**config.mk**
```make
export PLATFORM = sky130hd
export DESIGN_NAME = egc_ram
export DESIGN_NICKNAME = d
export VERILOG_FILES = /design/src/sv/egc_ram.sv
export SDC_FILE = /design/constraint.sdc
export NUM_CORES = 2
export LEC_CHECK = 0
export ABC_AREA = 1
export BUFFER_PORTS_ARGS = -buffer_cell sky130_fd_sc_hd__buf_4
export CORE_ASPECT_RATIO = 2
export CORE_MARGIN = 2
export CORE_UTILIZATION = 54
export CTS_CLUSTER_DIAMETER = 40
export DETAILED_ROUTE_END_ITERATION = 12
export PLACE_DENSITY = 0.74
export RECOVER_POWER = 100
export SYNTH_ARGS = -nofsm -noshare
export SYNTH_HDL_FRONTEND = slang
export SYNTH_SLANG_ARGS = --single-unit
```
**constraint.sdc**
```tcl
create_clock -name clk -period 10.1 [get_ports clk]
set_input_delay 0.505 -clock clk [delete_from_list [all_inputs] [get_ports clk]]
set_output_delay 0.505 -clock clk [all_outputs]
set_load 0.1 [all_outputs]
```
**src/sv/egc_ram.sv**
```systemverilog
`default_nettype none
module egc_ram #(
	parameter int WIDTH = 32,
	parameter int DEPTH = 64
) (
	input  wire logic                     clk,
	input  wire logic                     we,
	input  wire logic [$clog2(DEPTH)-1:0] waddr,
	input  wire logic [WIDTH-1:0]         wdata,
	input  wire logic [$clog2(DEPTH)-1:0] raddr,
	output logic      [WIDTH-1:0]         rdata
);

	logic [WIDTH-1:0] mem [DEPTH];

	// One write port and one registered read port.
	always_ff @(posedge clk) begin
		if (we) begin
			mem[waddr] <= wdata;
		end
		rdata <= mem[raddr];
	end

endmodule
`default_nettype wire

```
# == After elaboration in Yosys (flattened, before gate mapping) ==
# Memories as Yosys holds them, arrays and structs flattened. A register that Yosys moved wholly into a read port is not among the register bits.
# Cells that the tools add are included.
# classes
n_addsub,0
mul,0
div,0
order_cmp,0
eq_ne,0
shift,0
muxes,2
bitwise,0
reduce_logical,0
# ops
operator,count
1-bit two-way mux,2
# totals
ff_bits,0
latch_bits,0
ramBits,2048
romBits,0
in_bits,46
output_inout_bits,32
word_cells,3
mem_count,1
# memory_table
memory,words,width,rd,rd_ports_with_merged_regs,write_ports,line,source
mem,64,32,1,1,1,14,logic [WIDTH-1:0] mem [DEPTH];

# == Longest topological paths before layout ==
# logic_depth
depth_word,2
mapped_depth,13

# == Worst setup path before layout ==
# No wires, ideal clock.
# synth_timing
kind,input-to-reg
from,input port we
to,memory mem[48][0] (enable)
t_arrival_ns,4.133
path_slack_ns,5.465
stages,3
path_buffers,1
cell_sequence,clkbuf_1 > nand4_1 > nor4_1
# synth_between
elab_chain_cells,2
# synth_rtl
item,line,source
"start, declared",7,"input wire logic we,"
1-bit two-way mux,18,if (we) begin
1-bit two-way mux (not written as such),19,mem[waddr] <= wdata;
"end, declared",14,
# No other way between the ends.

==> metrics.txt <==
Via Count=between 50000 and 60000; DRC violations left=0; Slew HR=-202%; DP Wirelength=116000 um; r2r setup slk=8450 ps; Synth Area per Inst=approximately 12 um2; drt wl/cell=between 20 and 25 um; pin count of the biggest net entering global routing=around 250; Worst Tran Pin Value=between 4000 and 5000 ps; first-pass GRT wire length=around 330000 um; Worst Hold End=mem[50][28]; failing checks=max-capacitance violations, max-slew violations; most common cell after layout, fill and taps aside=nand2_1; antenna violations before repair=8; final WL=221000 um; synthesized cell area=about 0.083 mm2; CTS Buf Count=approximately 170; Fin. Hold Viols=0; Power Internal=0.0136 W; TritonRoute pass-1 iters=6; Starting DRT DRC Count=approximately 6400; commonest non-fill, non-tap cells in the layout=2248 x nand2_1, 2048 x edfxtp_1, 1907 x nand3_1; post-route ant nets=0; gr usage total=between 20 and 30%; Synth Warn #=0; die area=around 0.16 mm2; FMAX=162 MHz; Final Wtd Congestion=between 0.8 and 0.9; post-synthesis sequential area ratio=~75%; RR Endpoint=rdata[14]; # rows=203; clock skew=approximately 37 ps; CP Launch Type=input pin; switching pwr=a little under 0.004 W; vias per cell=between 6 and 7; starting density of the core=54.2%; CTS Buffer Depth=4; Final period util=about three fifths; Max Slew Vio Count=about 4300; Setup crit end kind=register; power per standard cell area=slightly below 200 mW/mm2; remaining global-route overflow=0; io pins=78; setup TNS=0 ps; worst endpoint data arrival time=a little under 7000 ps; Worst EP required=~11000 ps; leak pwr=31.1 nW; port bufs=77; RSZ-0062 raised after global routing=no; Clk network pwr share=38.7%; depth of the CTS H-tree=4; crit path kind=input pin to register; Distinct cells, synth=16; vias in the first global route=53400; peak supply drop=approximately 150 uV; core area=between 0.15 and 0.2 mm2; Placed Instance Area=around 0.085 mm2; Syn-to-layout area delta=8.76%; syn_nets=a little under 7000; share of layout cells above drive strength 1=about 4.9%; status=complete, but fails checks; clk_lat worst skew=810 ps; switch share=22.4%; TritonCTS clock tree=yes; final instance area=around 0.090 mm2; hold wc startpoint=waddr[2]; Hold Crit Class=input pin to register; Comb pwr share=between 6 and 7%; FF-to-FF path depth=8; Die Y-Extent=558 um; Sink Count=2080; root buf cell=clkbuf_16; fin crit period=6160 ps; Reg power frac=54.9%; Hold Path Depth=2; nets@finish=roughly 6700; die width=approximately 280 um; CTS Hold Bufs=0; Clk pin slew, worst setup/hold paths=approximately 70 ps; RR Startpoint=mem[50][14]; Final setup viols=0; Crit Path Max Fanout=~250; post-CTS setup buffer count=0; max-cap violations=between 100 and 150; register bit total from synthesis=~2100; Mapped Cells=roughly 6800; PostCTS Resize Cnt=0
==> worst max-delay path by stage <==
stage,end,from
global placement,rdata[16],raddr[0]
CTS,rdata[16],raddr[0]
floorplan,mem[48][0],we
finish,rdata[31],raddr[0]
detailed placement,rdata[15],raddr[0]
global route,rdata[31],raddr[0]
==> stage by stage <==
step	utilization, %	power, W	cells	worst slack [ps]	hold slack [ps]
2_1_floorplan	-	0.0105	6769	5470	604
3_3_place_gp	55.7	0.0109	8551	5500	776
3_5_place_dp	55.7	0.0109	8551	5380	791
4_1_cts	59.4	0.0175	8855	6210	126
5_1_grt	58.9	0.0179	8857	3710	239
6_report	58.9	0.0175	8859	3940	232
==> cell type report <==
class	instances	area [um2]
Antenna cell	4	10.0
Clock buffer	198	4530
Clock inverter	106	1090
Fill cell	11400	62700
Inverter	12	82.6
Multi-Input combinational cell	4228	18600
Sequential cell	2080	62100
Tap cell	2050	2560
Timing Repair Buffer	181	995
==> critical path, cell delays in order <==
cell and delay [ps]:
buf_8 200, inv_16 380, clkbuf_1 3170, buf_4 840, nand2_1 120, nand3_1 120, nand3_1 120, nand3_1 180
nand3_1 170, nand2_1 120, nand2_1 110, nand2_1 240
==> cell usage after synthesis (all sizes together) <==
| library cell | instances | share of area [%] |
|---|---|---|
| buf | 372 | 2.4 |
| inv | 12 | 0.057 |
| nand2 | 2248 | 10 |
| nor4 | 8 | 0.060 |
| edfxtp | 2048 | 74 |
| nor2 | 56 | 0.25 |
| clkbuf | 77 | 0.35 |
| dfxtp | 32 | 0.77 |
| nand3 | 1907 | 12 |
| nand4 | 9 | 0.068 |
==> registers in the layout, summed over array words and instances, names as in the netlist <==
signal,flops
mem,2048
rdata,32
==> per-layer routing <==
layer	share of wire [%]	vias to the layer above	global-route usage (%)
met4	5.6	8	15.8
met2	51	3308	48.8
met5	0.028	-	0
li1	-	23900	-
met1	34	26500	33.8
met3	9.3	737	3.52
==> cells by family after synthesis <==
kind of cell	synth area share, %
AND/OR/NAND/NOR	22.1
flip-flops	75.1
buffers and inverters	2.78
==> power by group through the flow <==
stage          combinational [W]  sequential (W)  clock, W
6_report                 0.00113         0.00961   0.00678
2_1_floorplan           0.000587         0.00988         0
3_3_place_gp             0.00110         0.00977         0
3_5_place_dp             0.00113         0.00978         0
4_1_cts                  0.00114         0.00959   0.00680
5_1_grt                  0.00121         0.00961   0.00711
No activity file was read; power rests on OpenSTA's default activity.
